**src/rtl/bmbc_pkg.sv**
```systemverilog
// Shared constants and control types for the border median background colour block.
// No dependencies; every other file except bmbc_ram takes this package by wildcard import.
`timescale 1ns / 1ps

package bmbc_pkg;

   // configuration register layout
   localparam int CFG_W  = 13;
   localparam int CSR_AW = 3;
   localparam int CSR_DW = 32;
   localparam logic [0:0] REG_FRAME_WIDTH  = 1'b0;
   localparam logic [0:0] REG_FRAME_HEIGHT = 1'b1;
   localparam logic [CFG_W-1:0] RST_FRAME_WIDTH  = 13'd640;
   localparam logic [CFG_W-1:0] RST_FRAME_HEIGHT = 13'd480;

   // frame size limits (defaults for the top level parameters)
   localparam int DEF_MAX_WIDTH  = 4096;
   localparam int DEF_MAX_HEIGHT = 4096;

   // pixels and histograms
   localparam int PIX_W     = 8;
   localparam int NUM_CH    = 3;
   localparam int CH_BLUE   = 0;
   localparam int CH_GREEN  = 1;
   localparam int CH_RED    = 2;
   localparam int HIST_BINS = 256;
   localparam int HIST_AW   = 8;
   localparam int CNT_W     = 24;
   localparam logic [CNT_W-1:0] CNT_MAX = '1;

   // band = max(2, shorter side / 25); the division is a multiply by
   // ceil(2^20/25), exact for any side below 43690
   localparam int BAND_MIN   = 2;
   localparam int BAND_RECIP = 41944;
   localparam int RECIP_W    = 16;
   localparam int BAND_SHIFT = 20;

   // controller to datapath
   typedef struct packed {
      logic clear;      // write zero to the bin under the sweep index
      logic accept;     // capture the pixel, histogram read in flight
      logic update;     // read-modify-write the bins, advance position
      logic walk_init;  // start the median walk
      logic walk;       // read one bin, zero it, advance the index
      logic load_out;   // move the medians to the output register
   } bmbc_cmd_type;

   // datapath to controller
   typedef struct packed {
      logic last_bin;   // sweep index is on the final bin
      logic frame_end;  // current pixel closes the frame
      logic out_free;   // output register can take a result
   } bmbc_sts_type;

endpackage

```
**src/rtl/bmbc_ctrl.sv**
```systemverilog
// Controller state machine: clearing pass, per-pixel update, median walk, result hand-off.
// Uses bmbc_pkg for the command and status structs.
`timescale 1ns / 1ps

module bmbc_ctrl
   import bmbc_pkg::*;
(
   input  logic         clock,
   input  logic         reset,
   input  logic         req_valid,
   output logic         req_stall,
   input  bmbc_sts_type sts,
   output bmbc_cmd_type cmd
);

   localparam logic [2:0] ST_CLEAR = 3'd0;
   localparam logic [2:0] ST_IDLE  = 3'd1;
   localparam logic [2:0] ST_UPD   = 3'd2;
   localparam logic [2:0] ST_WALK  = 3'd3;
   localparam logic [2:0] ST_DRAIN = 3'd4;
   localparam logic [2:0] ST_OUT   = 3'd5;

   logic [2:0] state_ff, state_in;

   // next state and commands
   always_comb begin
      state_in  = state_ff;
      cmd       = '0;
      req_stall = 1'b1;
      case (state_ff)
         ST_CLEAR: begin
            cmd.clear = 1'b1;
            if (sts.last_bin) begin
               state_in = ST_IDLE;
            end
         end
         ST_IDLE: begin
            req_stall = 1'b0;
            if (req_valid) begin
               cmd.accept = 1'b1;
               state_in   = ST_UPD;
            end
         end
         ST_UPD: begin
            cmd.update = 1'b1;
            if (sts.frame_end) begin
               cmd.walk_init = 1'b1;
               state_in      = ST_WALK;
            end else begin
               state_in = ST_IDLE;
            end
         end
         ST_WALK: begin
            cmd.walk = 1'b1;
            if (sts.last_bin) begin
               state_in = ST_DRAIN;
            end
         end
         // last bin's data arrives here
         ST_DRAIN: begin
            state_in = ST_OUT;
         end
         ST_OUT: begin
            if (sts.out_free) begin
               cmd.load_out = 1'b1;
               state_in     = ST_IDLE;
            end
         end
         default: begin
            state_in = ST_CLEAR;
         end
      endcase
   end

   always_ff @(posedge clock) begin
      if (reset) begin
         state_ff <= ST_CLEAR;
      end else begin
         state_ff <= state_in;
      end
   end

endmodule

```
**config.mk**
```make
export PLATFORM = sky130hd
export DESIGN_NAME = bmbc_ctrl
export DESIGN_NICKNAME = d
export VERILOG_FILES = /design/src/rtl/bmbc_pkg.sv /design/src/rtl/bmbc_ctrl.sv
export SDC_FILE = /design/constraint.sdc
export NUM_CORES = 1
export LEC_CHECK = 0
export BUFFER_PORTS_ARGS = -buffer_cell sky130_fd_sc_hd__buf_2
export CORE_AREA = 2 2 39 41
export CTS_CLUSTER_DIAMETER = 60
export DETAILED_ROUTE_END_ITERATION = 8
export DIE_AREA = 0 0 41 43
export GPL_ROUTABILITY_DRIVEN = 0
export PLACE_DENSITY = 0.42
export SLEW_MARGIN = 15
export SYNTH_ARGS = -nofsm -noshare
export SYNTH_HDL_FRONTEND = slang
export SYNTH_SLANG_ARGS = --single-unit
```
**constraint.sdc**
```tcl
create_clock -name clock -period 1.1 [get_ports clock]
set_input_delay 0.055 -clock clock [delete_from_list [all_inputs] [get_ports clock]]
set_output_delay 0.055 -clock clock [all_outputs]
set_load 0.03 [all_outputs]
```
# --- Word level (Yosys, flattened, before mapping) ---
# Index checks and enable logic that the tools add are counted.
word_totals:
  elab_cells: 27
  regBits: 3
  input_bits: 6
classes:
  eq_ne: 9
  reduce_logical: 2
  muxes: 15
op_table:
  columns: ["cell", "count"]
  rows:
  - ["3-bit case mux with 6 select lines", 1]
  - ["3-bit 2-to-1 mux", 4]
  - ["1-bit 2-to-1 mux", 8]
  - ["2-bit inequality test, second input constant", 4]
  - ["3-bit by 2-bit == test with 1-bit output, second input constant", 2]
  - ["3-bit == test, second input constant", 2]
  - ["2-bit 2-to-1 mux", 2]
  - ["4-bit AND reduction", 1]
  - ["3-bit by 1-bit == test with 1-bit output, second input constant", 1]
  - ["3-bit zero test", 1]

# --- Logic depth before layout (Yosys ltp) ---
depth:
  ltp_word: 3
  depth_mapped: 4

# --- Least setup slack after synthesis ---
# OpenSTA, ideal clock, no wires.
synth_timing:
  path_type: "register -> output"
  from: "reg state_ff[1]"
  to: "out cmd[3] (netlist name)"
  path_buffers: 0
  path_stages_with_launch: 3
  slack_ns: -0.103
  arrival_time_ns: 1.148
  path_cell_list: "dfxtp_1 > inv_1 > nor3_1"
synth_lines:
  columns: ["element", "line_no", "source"]
  rows:
  - ["from (decl)", "bmbc_ctrl.sv:23", "logic [2:0] state_ff, state_in;"]
  - ["from (signal assigned)", "bmbc_ctrl.sv:79", "state_ff <= state_in;"]
  - ["to (decl)", "bmbc_ctrl.sv:13", "output bmbc_cmd_type cmd"]

==> impl_results.md <==
* Clk sinks at 3
* Reg2reg path depth at 4
* Fmax at 868 MHz
* Vias in the first global route at 258
* HP Class: in2reg
* Largest regs: state_ff (3)
* Clk Tree Root Cell: clkbuf_4
* Hold Path Cell Cnt at 2
* Reg-to-reg endpoint: state_ff[1]
* Clk_skew at 4.51 ps
* Ant. Diodes at 0
* Flop pwr share at 0.227
* Largest fanout on the critical path at 4
* Nets@finish at 58
* Starting Density at 0.146
* RSZ-0062 raised after global routing: true
* 1st-pass router iterations at 4
* Die Area at 1760 µm²
* Pwr per Cell Area at 1110 nW/µm²
* Setup violators final at 5
* Number of port buffers at 12
* Post-Layout Cell Count at 67
* Worst hold slack at 10.0 ps
* Total Wirelength at 821 µm
* Largest net degree at the start of global routing at 10
* Initial antenna violation count at 0
* Total power at 0.555 mW
* DR vias at 300
* Mapped Cells at 27
* Min-delay src: reset
* CP endpoint kind: output port
* Top Ports at 13
* Die H at 43 µm
* Critical Path AT at 1100 ps
* Dpl cell area at 305 µm²
* Clock buffer depth at 2
* Setup TNS at -137 ps
* Worst-Skew Late Latency at 240 ps
* Post-Place Cells at 57
* Post-layout min period at 1150 ps
* Setup ws final at -52.6 ps
* Static Leakage at 0.221 nW
* Worst vdd ir at 379 µV
* Share of cells above drive strength 1 at 0.686
* Clock transition at path regs at 40 ps
* Register bit count reported by yosys at 3
* Relative slew margins at 0.840
* Gr ovfl total at 0
* Vias per cell at 4.48
* Util after Layout at 0.360
* Worst Setup Start Kind: flop
* Final hold vios at 0
* Sw power at 0.185 mW
* First-pass GRT wire length at 1060 µm
* DRC violations left at 0
* Comb power frac at 0.408
* Antenna viol nets, final at 0
* MaxCap Viol Count at 0
* GRT Resource Usage Total at 0.0962
* Synthesized cell area at 203 µm²
* HPWL after DPL at 446 µm
* Die X at 41 µm
* Largest register by flop count: state_ff
* Ys Warns at 0
* Clock Power Share at 0.365
* Final period util at 1.05
* Sw Share at 0.333
* Final Instance Area at 498 µm²
* CTS tree: yes
* Yosys cell types at 15
* R2r startpoint: state_ff[1]
* Hold_buf cts at 0
* WS Path Type: reg2out
* Wirelength per Cell at 12.3 µm
* P_int at 0.370 mW
* Hold path endpoint: state_ff[1]
* Max FFs per register at 3
* Outcome: finished with violations
* WP data required at 1040 ps
* Place WS at 43.0 ps
* Std-Cell Rows at 14
* Syn Area/Cell at 7.51 µm²
* Core outline area at 1380 µm²
* H-tree level count at 1
* Fin. max-slew vios at 0
* Mapped Nets at 33
* Synth-to-Final Area Change at 146%
* Iter 0 DRT Violations at 2
* CTS Buf Count at 3
* Failing checks: setup timing
* Worst slew pin tran at 240 ps
* Register area share after synthesis at 0.296
* R2R Setup Slk at 50 ps
power by group through the flow:
| stage | Combinational (mW) | Sequential, mW | Clock, mW |
|---|---|---|---|
| 6_report | 0.226 | 0.126 | 0.203 |
| 5_1_grt | 0.242 | 0.125 | 0.228 |
| 4_1_cts | 0.166 | 0.123 | 0.211 |
| 3_5_place_dp | 0.133 | 0.125 | 0 |
| 3_3_place_gp | 0.134 | 0.125 | 0 |
| 2_1_floorplan | 0.0878 | 0.124 | 0 |
cell usage after synthesis:
cell	instances	area share
and2_1	1	0.031
and2b_1	2	0.074
a32oi_1	1	0.043
o21ai_0	1	0.025
dfxtp_1	3	0.30
nor2_1	1	0.019
a2111oi_2	1	0.074
inv_1	1	0.019
a21oi_1	3	0.074
nand2_1	3	0.056
and3_1	2	0.062
o21bai_1	1	0.037
nor3_1	3	0.074
buf_2	1	0.025
nor2b_1	3	0.093
layout make-up:
class	instances	area (µm²)
clock buffers	4	26.3
fillers	150	886
repair buffers	21	194
inverters	1	3.75
well taps	16	20.0
flip-flops and latches	3	68.8
multi-input cells	22	185
what timing repair did:
action                                  CTS  global route
pin swaps                                 4             3
gates resized for setup                  21            10
buffers inserted                          2             3
endpoints found under the setup margin    7             7
gates cloned                              0             1
kinds of logic after synthesis:
logic type | Yosys count | synth area share
and+or+nand+nor | 15 | 0.407
AOI/OAI and AO/OA | 7 | 0.253
DFF | 3 | 0.296
buffers and inverters | 2 | 0.0432
worst max path at each step:
stage / startpoint / endpoint / slack [ps] / cells past startpoint
after floorplan: state_ff[0] / cmd[2] / -100 / 2
after CTS: state_ff[1] / cmd[0] / -40 / 3
after global placement: state_ff[2] / cmd[4] / 80 / 3
after global routing: state_ff[2] / cmd[2] / -90 / 3
after detailed placement: state_ff[1] / state_ff[1] / 40 / 3
final: state_ff[1] / cmd[0] / -50 / 3
placed cells by master (no fill, tap or decap), drive strengths merged:
master / Yosys / final
o21ai: 1 / 1
inv: 1 / 1
and3: 2 / 2
dfxtp: 3 / 3
a32oi: 1 / 1
and2b: 2 / 2
clkbuf: 0 / 5
a21oi: 3 / 3
nor2: 1 / 1
and2: 1 / 1
o21bai: 1 / 1
nor2b: 3 / 3
nand2: 3 / 3
buf: 1 / 20
a2111oi: 1 / 1
nor3: 3 / 3
per-layer routing:
layer  routed length (µm)  GRT usage  vias up
li1                     -          -      142
met1                  354      0.109      139
met2                  409      0.119       19
met3                   57     0.0471        0
met4                    0      0.100        0
met5                    0          0        -
critical path, cell delays in order (launching register included):
cell and delay, ps:
dfxtp_2 360, and2b_1 200, and3_4 170, buf_6 130
Note: power is estimated with default switching activity, not from simulation.
