`src/rtl/bmbc_pkg.sv`:
```
// Shared constants and control types for the border median background colour block.
// No dependencies; every other file except bmbc_ram takes this package by wildcard import.
`timescale 1ns / 1ps

package bmbc_pkg;

   // configuration register layout
   localparam int CFG_W  = 13;
   localparam int CSR_AW = 3;
   localparam int CSR_DW = 32;
   localparam logic [0:0] REG_FRAME_WIDTH  = 1'b0;
   localparam logic [0:0] REG_FRAME_HEIGHT = 1'b1;
   localparam logic [CFG_W-1:0] RST_FRAME_WIDTH  = 13'd640;
   localparam logic [CFG_W-1:0] RST_FRAME_HEIGHT = 13'd480;

   // frame size limits (defaults for the top level parameters)
   localparam int DEF_MAX_WIDTH  = 4096;
   localparam int DEF_MAX_HEIGHT = 4096;

   // pixels and histograms
   localparam int PIX_W     = 8;
   localparam int NUM_CH    = 3;
   localparam int CH_BLUE   = 0;
   localparam int CH_GREEN  = 1;
   localparam int CH_RED    = 2;
   localparam int HIST_BINS = 256;
   localparam int HIST_AW   = 8;
   localparam int CNT_W     = 24;
   localparam logic [CNT_W-1:0] CNT_MAX = '1;

   // band = max(2, shorter side / 25); the division is a multiply by
   // ceil(2^20/25), exact for any side below 43690
   localparam int BAND_MIN   = 2;
   localparam int BAND_RECIP = 41944;
   localparam int RECIP_W    = 16;
   localparam int BAND_SHIFT = 20;

   // controller to datapath
   typedef struct packed {
      logic clear;      // write zero to the bin under the sweep index
      logic accept;     // capture the pixel, histogram read in flight
      logic update;     // read-modify-write the bins, advance position
      logic walk_init;  // start the median walk
      logic walk;       // read one bin, zero it, advance the index
      logic load_out;   // move the medians to the output register
   } bmbc_cmd_type;

   // datapath to controller
   typedef struct packed {
      logic last_bin;   // sweep index is on the final bin
      logic frame_end;  // current pixel closes the frame
      logic out_free;   // output register can take a result
   } bmbc_sts_type;

endpackage

```
`src/rtl/bmbc_csr.sv`:
```
// APB-style configuration registers: frame width and frame height.
// Uses bmbc_pkg for the register map and reset values.
`timescale 1ns / 1ps

module bmbc_csr
   import bmbc_pkg::*;
(
   input  logic              clock,
   input  logic              reset,
   input  logic              psel,
   input  logic              penable,
   input  logic              pwrite,
   input  logic [CSR_AW-1:0] paddr,
   input  logic [CSR_DW-1:0] pwdata,
   output logic [CSR_DW-1:0] prdata,
   output logic              pready,
   output logic [CFG_W-1:0]  frame_width,
   output logic [CFG_W-1:0]  frame_height
);

   logic [CFG_W-1:0] frame_width_ff, frame_width_in;
   logic [CFG_W-1:0] frame_height_ff, frame_height_in;
   logic [0:0]       reg_sel;
   logic             wr_en;

   // word select, byte offset ignored
   assign reg_sel = paddr[CSR_AW-1];
   assign wr_en   = psel && penable && pwrite;
   assign pready  = 1'b1;

   // write decode
   always_comb begin
      frame_width_in  = frame_width_ff;
      frame_height_in = frame_height_ff;
      if (wr_en) begin
         case (reg_sel)
            REG_FRAME_WIDTH:  frame_width_in  = pwdata[CFG_W-1:0];
            REG_FRAME_HEIGHT: frame_height_in = pwdata[CFG_W-1:0];
            default: ;
         endcase
      end
   end

   always_ff @(posedge clock) begin
      if (reset) begin
         frame_width_ff  <= RST_FRAME_WIDTH;
         frame_height_ff <= RST_FRAME_HEIGHT;
      end else begin
         frame_width_ff  <= frame_width_in;
         frame_height_ff <= frame_height_in;
      end
   end

   // read back
   always_comb begin
      case (reg_sel)
         REG_FRAME_WIDTH:  prdata = CSR_DW'(frame_width_ff);
         REG_FRAME_HEIGHT: prdata = CSR_DW'(frame_height_ff);
         default:          prdata = '0;
      endcase
   end

   assign frame_width  = frame_width_ff;
   assign frame_height = frame_height_ff;

endmodule

```
`config.mk`:
```
export PLATFORM = sky130hd
export DESIGN_NAME = bmbc_csr
export DESIGN_NICKNAME = d
export VERILOG_FILES = /design/src/rtl/bmbc_pkg.sv /design/src/rtl/bmbc_csr.sv
export SDC_FILE = /design/constraint.sdc
export NUM_CORES = 1
export LEC_CHECK = 0
export BUFFER_PORTS_ARGS = -buffer_cell sky130_fd_sc_hd__buf_4
export CORE_UTILIZATION = 30
export CTS_CLUSTER_SIZE = 40
export DETAILED_ROUTE_END_ITERATION = 7
export PLACE_DENSITY = 0.71
export SYNTH_ARGS = -nofsm -noshare
export SYNTH_HDL_FRONTEND = slang
export SYNTH_SLANG_ARGS = --single-unit
```
`constraint.sdc`:
```
create_clock -name clock -period 1.25 [get_ports clock]
set_clock_uncertainty 0.15 [all_clocks]
set_input_delay 0.0625 -clock clock [delete_from_list [all_inputs] [get_ports clock]]
set_output_delay 0.0625 -clock clock [all_outputs]
set_load 0.02 [all_outputs]
```
# Yosys cells after proc, flatten, opt, wreduce, memory -nomap -nowiden
# Index checks and enable logic that the tools add are counted.
# classes
mux	1
n_bitwise	1
n_reduce_logical	4
# op_table
cell	n
32-bit one-hot mux with 2 select lines	1
2-bit AND reduction	2
1-bit logical AND	2
1-bit NOT	1
# totals
output_inout_bits	59
regBits	26
wordCells	8
inputBits	40

# Depth between registers and ports, before layout
# Gate-level depths: netlist of run 1.
# logic_depth
ltp_word	3
mapped_depth	4
depth_no_buf	2

# Worst setup path after synthesis of run 1
# OpenSTA, ideal clock, no wires.
# synth_path
path_kind	in2reg
startpoint	in paddr[2]
endpoint	reg frame_width_ff[0], in the netlist frame_width[0]
setup_ns	0.072
t_arrival_ns	0.738
required_ns	1.028
slack_ns	0.290
stages	4
path_buffers	2
path_cell_list	buf_6 and4b_1 buf_6 mux2i_1
# synth_between
elab_chain_len	2
# synth_rtl
item	line	text
from (decl)	bmbc_csr.sv:13	input logic [CSR_AW-1:0] paddr,
1-bit NOT (no line)	n/a	
2-bit AND reduction (no line)	n/a	
to (signal assigned)	bmbc_csr.sv:49	frame_width_ff <= frame_width_in;
to (decl)	bmbc_csr.sv:21	logic [CFG_W-1:0] frame_width_ff, frame_width_in;
# No other way between the ends.
# A chain may end at the register's enable or synchronous reset.

# Worst setup path after layout of run 1
# layout_path
startpoint	reg frame_height_ff[8], in the netlist frame_height[8]
endpoint	out prdata[8]
# layout_between
elab_chain_len	1
# layout_rtl
item	line	text
from (decl)	bmbc_csr.sv:22	logic [CFG_W-1:0] frame_height_ff, frame_height_in;
from (signal assigned)	bmbc_csr.sv:50	frame_height_ff <= frame_height_in;
32-bit one-hot mux with 2 select lines	bmbc_csr.sv:56	case (reg_sel)
to (decl)	bmbc_csr.sv:15	output logic [CSR_DW-1:0] prdata,
# No other way between the ends. The select of a mux whose other input is x is not followed.

==> summary.md, run 1 <==
| Metric | Value |
|---|---|
| Number of global-route vias before repair | `1,037` |
| ANT nets after route | `0` |
| Syn avg cell area | `9.992 sq um` |
| Maxcap violations | `0` |
| Antenna violations before repair | `0` |
| Adder-cell share of the synthesized area | `0` |
| Net Sw Frac | `0.2706` |
| GRT Overall Usage | `0.1282` |
| Place WS | `116.8 ps` |
| Int Power | `about 0.0013 W` |
| DR vias | `1,141` |
| XOR/XNOR share of the synthesized area | `0` |
| Post-synthesis mux area share | `0.2866` |
| Via/cell ratio | `about 4.3` |
| Total congestion overflow | `0` |
| Mapped Area | `1419 sq um` |
| Status | `finished with violations` |
| Peak supply drop | `0.0004251 V` |
| Root buffer cell | `clkbuf_8` |
| Fill cell count | `416` |
| Final non-filler cell total | `268` |
| Sink Count | `26` |
| Worst-path clk slew | `90 ps` |
| Commonest non-fill, non-tap cells in the layout | `buf_4, nand2b_1, mux2i_1` |
| Crit share post-route | `0.9766` |
| GP Congestion | `0.6874` |
| Simple-gate area share of the yosys netlist | `0.1984` |
| Worst setup SP type | `flop` |
| YS warnings | `0` |
| Area grow syn2layout | `50.35%` |
| Minimum clock period | `1221 ps` |
| Synth Area in Compound Gates | `0` |
| Wire length per cell | `12.07 um` |
| # DRC | `10` |
| Final hold vios | `0` |
| CP Max Fanout | `3` |
| Row Count | `24` |
| Die Y | `70.77 um` |
| CP required | `1040 ps` |
| Tot Pwr | `0.001717 W` |
| Failing checks | `DRC` |
| Hold WS | `just under 100 ps` |
| Clock Latency Late Sink | `between 200 and 300 ps` |
| Hold crit path type | `in -> reg` |
| Ant diodes | `0` |
| Largest net degree at the start of global routing | `between 40 and 50` |
| TritonRoute pass-1 iters | `6` |
| Detailed Route WL | `3235 um` |
| GR Layer Usage met3 | `0.01709` |
| Crit path largest cell delay | `340 ps` |
| Synth top area share | `0.3668` |
| Fin nets | `around 260` |
| Power density cells | `around 810 nW/um^2` |
| Layout cells sized above 1 | `0.5046` |
| Commonest non-fill, non-tap cell in the layout | `buf_4` |
| F_max | `819.2 MHz` |
| RSZ-0062 raised after global routing | `true` |
| CP max-delay cell | `dfxtp_2` |
| Most Crowded Layer GR | `met2` |
| Slew Viols, Final | `0` |
| Number of synthesized register bits | `26` |
| Critical Path End Type | `output pin` |
| PortBufs | `57` |
| Post-Syn Instances | `142` |
| Logic pwr share | `0.223` |
| TritonCTS clock tree | `done` |
| Largest family of logic cells by synthesized area | `multiplexers` |
| Met1 Use GR | `0.1752` |
| Seq/Total Area, Yosys | `0.3668` |
| I/O pins | `99` |
| Initial drt markers | `45` |
| Num CTS Buffers | `3` |
| Depth of the CTS H-tree | `1` |
| Psw | `0.0004647 W` |
| Die area | `around 5000 sq um` |
| Setup tns final | `0 ps` |
| Clock power frac | `0.274` |
| Cell taking the most area after synthesis | `dfxtp_1` |
| Initial Utilization | `0.3193` |
| Cells after DPL | `246` |
| Max Buffers Root-to-Sink | `2` |
| Core Box Area | `roughly 4400 sq um` |
| First-pass GRT wire length | `5119 um` |
| Lkg Pwr | `around 1 nW` |
| Final-report setup violation count | `0` |
| Synth top area cells | `dfxtp_1, mux2i_1, nand2b_1` |
| Hpwl dp | `between 2000 and 2500 um` |
| Crit path arrival time | `1010 ps` |
| Setup WS post-layout | `29.23 ps` |
| Yosys cell types | `13` |
| Ordered cell list for the critical path | `mux2_2 > buf_6` |
| Critical path class | `reg -> out` |
| Die width | `70.77 um` |
| Sequential power share | `0.503` |
| M2 GR Usage | `0.2041` |
## final timing paths
kind	slack (ps)	start	end	cells past startpoint
setup reg to reg	400	frame_width[0]	frame_width[0]	3
setup / recovery	30	frame_height[8]	prdata[8]	2
hold reg to reg	330	frame_height[10]	frame_height[10]	2
hold / removal	100	reset	frame_height[8]	3
## synth_stat cells
| library cell | n |
|---|---|
| and4_1 | 1 |
| and4b_1 | 1 |
| buf_4 | 22 |
| buf_6 | 2 |
| clkbuf_1 | 4 |
| conb_1 | 2 |
| dfxtp_1 | 26 |
| mux2_2 | 13 |
| mux2i_1 | 26 |
| nand2b_1 | 32 |
| nand4_2 | 1 |
| nand4b_1 | 1 |
| nor2_1 | 11 |
## sequential cells by signal, indices dropped and copies added (netlist names)
register,flops
frame_height,13
frame_width,13
## area by class of cell
cell class / instances / area (sq um) / share of cell area
clock buffers: 3 / 41.29 / 0.01935
flip-flops and latches: 26 / 550.5 / 0.2581
repair buffers: 81 / 701.9 / 0.3290
multi-input cells: 106 / 774.5 / 0.3630
well taps: 52 / 65.06 / 0.03050
## kinds of logic after synthesis
kind of cell,count (synthesis)
other cells,2
mux,39
buf+inv,28
flops,26
simple gates,47
## per-stage QoR
stage,utilization,cell area [sq um]
floorplan,-,1486
global placement,0.4110,1827
detailed placement,0.4110,1827
CTS,0.4499,1999
global route,0.4800,2133
finish,0.4800,2133
## worst max-delay path: cells and delay by family (launching register included)
family                 cells  cell delay, ps
buffers and inverters      1             130
muxes                      1             270
DFF                        1             340
## metal layers
metal | wire (um) | part of all wire
met1 | 1531 | 0.47
met2 | 1515 | 0.47
met3 | 153 | 0.047
met4 | 35 | 0.011
met5 | 0 | 0
## power by group through the flow
stage	clock [W]	combinational, W	sequential (W)
floorplan	0	0.000232	0.000900
global placement	0	0.000324	0.000879
detailed placement	0	0.000327	0.000880
CTS	0.000495	0.000360	0.000860
global route	0.000524	0.000408	0.000867
finish	0.000471	0.000383	0.000863
## repair_timing
item	CTS	global route
setup buffers	0	6
hold buffers	13	0
hold endpoints to repair	26	0
setup endpoints to repair	1	13
gates resized for setup	1	39
No activity file was read; power rests on OpenSTA's default activity.
==> run 2, diff against run 1 <==
Settings changed: ABC_AREA set to 1, CAP_MARGIN set to 20.
Clock period 1.25 ns to 1.5 ns, I/O delays scaled along.
==> summary.md, run 2 <==
| Metric | Value |
|---|---|
| Status | `finished with violations` |
| Failing checks | `DRC` |
| Yosys cell types | `15` |
| Final-report setup violation count | `0` |
| Setup tns final | `0 ps` |
| Die area | `roughly 5000 sq um` |
| DR WL met2 | `about 1800 um` |
| Final hold vios | `0` |
| Row Count | `24` |
| Critical path class | `reg -> out` |
| DR vias | `approximately 1,400` |
| TritonRoute pass-1 iters | `6` |
| Total congestion overflow | `0` |
| Peak supply drop | `0.0004459 V` |
| First-pass GRT wire length | `between 5000 and 6000 um` |
| Critical Path End Type | `output pin` |
| Seq/Total Area, Yosys | `0.3698` |
| M1 wire length | `1509 um` |
| Number of global-route vias before repair | `1,245` |
| Largest net degree at the start of global routing | `27` |
| Syn avg cell area | `between 6 and 7 sq um` |
| CP Max Fanout | `3` |
| Fin nets | `326` |
| Cts hold-fix bufs | `13` |
| Initial Utilization | `0.3167` |
| Synth top area cells | `dfxtp_1, nand2_1, buf_4` |
| Via/cell ratio | `4.271` |
| Most common cell in the netlist | `nand2_1` |
| YS warnings | `0` |
| Worst setup SP type | `flop` |
| Post-cts gate resize count | `0` |
| Asr flop ratio synth | `0` |
| Commonest non-fill, non-tap cells in the layout | `nand2_1, buf_4, nor2_1` |
| CP required | `~1300 ps` |
| Worst-path clk slew | `around 90 ps` |
| GP Congestion | `0.6913` |
| Synth Area in Compound Gates | `0` |
| Num CTS Buffers | `3` |
| Cell area after layout | `slightly below 2000 sq um` |
| Max Buffers Root-to-Sink | `2` |
| Met3 routed wirelength | `209 um` |
| Slew Viols, Final | `0` |
| Initial drt markers | `83` |
| Hold WS | `~77 ps` |
| Sink Count | `26` |
| Post-Syn Instances | `about 220` |
| Number of synthesized register bits | `26` |
| Hold crit path type | `in -> reg` |
| Power density cells | `around 760 nW/um^2` |
| Detailed Route WL | `3520 um` |
| Adder-cell share of the synthesized area | `0` |
| Commonest non-fill, non-tap cell in the layout | `nand2_1` |
| # Post-CTS Setup Buffers | `0` |
| Top cells by count, synth | `nand2_1, nor2_1, dfxtp_1, nand3_1, buf_4` |
| Lkg Pwr | `1.049 nW` |
| Depth of the CTS H-tree | `1` |
| Root buffer cell | `clkbuf_8` |
| Crit path arrival time | `920 ps` |
| Minimum clock period | `approximately 1100 ps` |
| Clock Latency Late Sink | `260 ps` |
| Cells after DPL | `between 300 and 400` |
| Fill cell count | `465` |
| F_max | `872.4 MHz` |
| Wire length per cell | `10.48 um` |
| Antenna violations before repair | `0` |
| Die width | `roughly 71 um` |
| Top_reg_cell synth | `dfxtp_1` |
| RSZ-0062 raised after global routing | `false` |
| Crit share post-route | `0.7642` |
| Post-synth EDFFs | `0` |
| Layout cells sized above 1 | `0.2535` |
| XOR/XNOR share of the synthesized area | `0` |
| Simple-gate area share of the yosys netlist | `0.4222` |
| GRT Overall Usage | `0.1423` |
| Synth top area share | `0.3698` |
| Final non-filler cell total | `336` |
| Highest routed layer | `met4` |
| Ant diodes | `0` |
| Cell taking the most area after synthesis | `dfxtp_1` |
| I/O pins | `99` |
| Core Box Area | `4444 sq um` |
| Post-synthesis mux area share | `0` |
| Largest family of logic cells by synthesized area | `simple AND/OR/NAND/NOR gates` |
| Area grow syn2layout | `39.11%` |
| PortBufs | `57` |
| TritonCTS clock tree | `done` |
| # DRC | `14` |
| Post-DP Area | `1787 sq um` |
| Hpwl dp | `about 2400 um` |
| ANT nets after route | `0` |
| Final core occ | `0.4406` |
| Mapped Area | `1408 sq um` |
| Die Y | `approximately 70 um` |
| Maxcap violations | `0` |
run 2: cell types whose count changed after synthesis, moves of 2 or more:
cell | before | now
nand2_1 | 0 | 74
buf_4 | 22 | 24
mux2_2 | 13 | 0
nand2b_1 | 32 | 0
inv_1 | 0 | 13
clkbuf_1 | 4 | 1
buf_2 | 0 | 4
nand3_1 | 0 | 26
mux2i_1 | 26 | 0
nor2_1 | 11 | 39
nor2_2 | 0 | 3
run 2: power by group:
part,internal [W],switching [W]
combinational,0.000148,0.000219
sequential,0.000714,0.0000189
clock,0.000180,0.000210
total,0.00104,0.000448
run 2: worst max-delay path: stages (launching register included):
cell and delay (ps):
dfxtp_1 380, nand2_1 70, nand2_1 70, buf_4 140
run 2: cell type report:
class                           count  area, sq um  share of cell area
Multi-Input combinational cell    164        669.4              0.3419
Timing Repair Buffer               76        603.1              0.3080
Sequential cell                    26        520.5              0.2658
Tap cell                           52        65.06             0.03323
Inverter                           15        58.81             0.03003
Clock buffer                        3        41.29             0.02109
run 2: kinds of logic (layout without fill, tap and decap cells):
kind of cell           after synthesis  in the layout
AND/OR/NAND/NOR                    144            144
flip-flops                          26             26
other                                2             20
buffers and inverters               46             94
run 2: worst paths after layout:
check                       start              end  slack [ps]  cells past startpoint
setup / recovery   frame_width[8]        prdata[8]         350                      3
setup reg to reg  frame_width[10]  frame_width[10]         720                      2
hold / removal           paddr[2]  frame_height[9]          80                      4
hold reg to reg   frame_height[5]  frame_height[5]         350                      2
run 2: through the flow:
stage / worst slack, ps / total power (W)
floorplan: 580.5 / 0.001002
global route: 275.4 / 0.001572
global placement: 347.4 / 0.001087
detailed placement: 341.5 / 0.001091
CTS: 347.5 / 0.001506
finish: 353.7 / 0.001491
run 2: metal layers:
metal / up-vias / global-route usage
met4: 0 / 0.01361
met1: 622 / 0.1649
met3: 4 / 0.03463
met2: 59 / 0.2718
met5: - / 0
li1: 750 / -
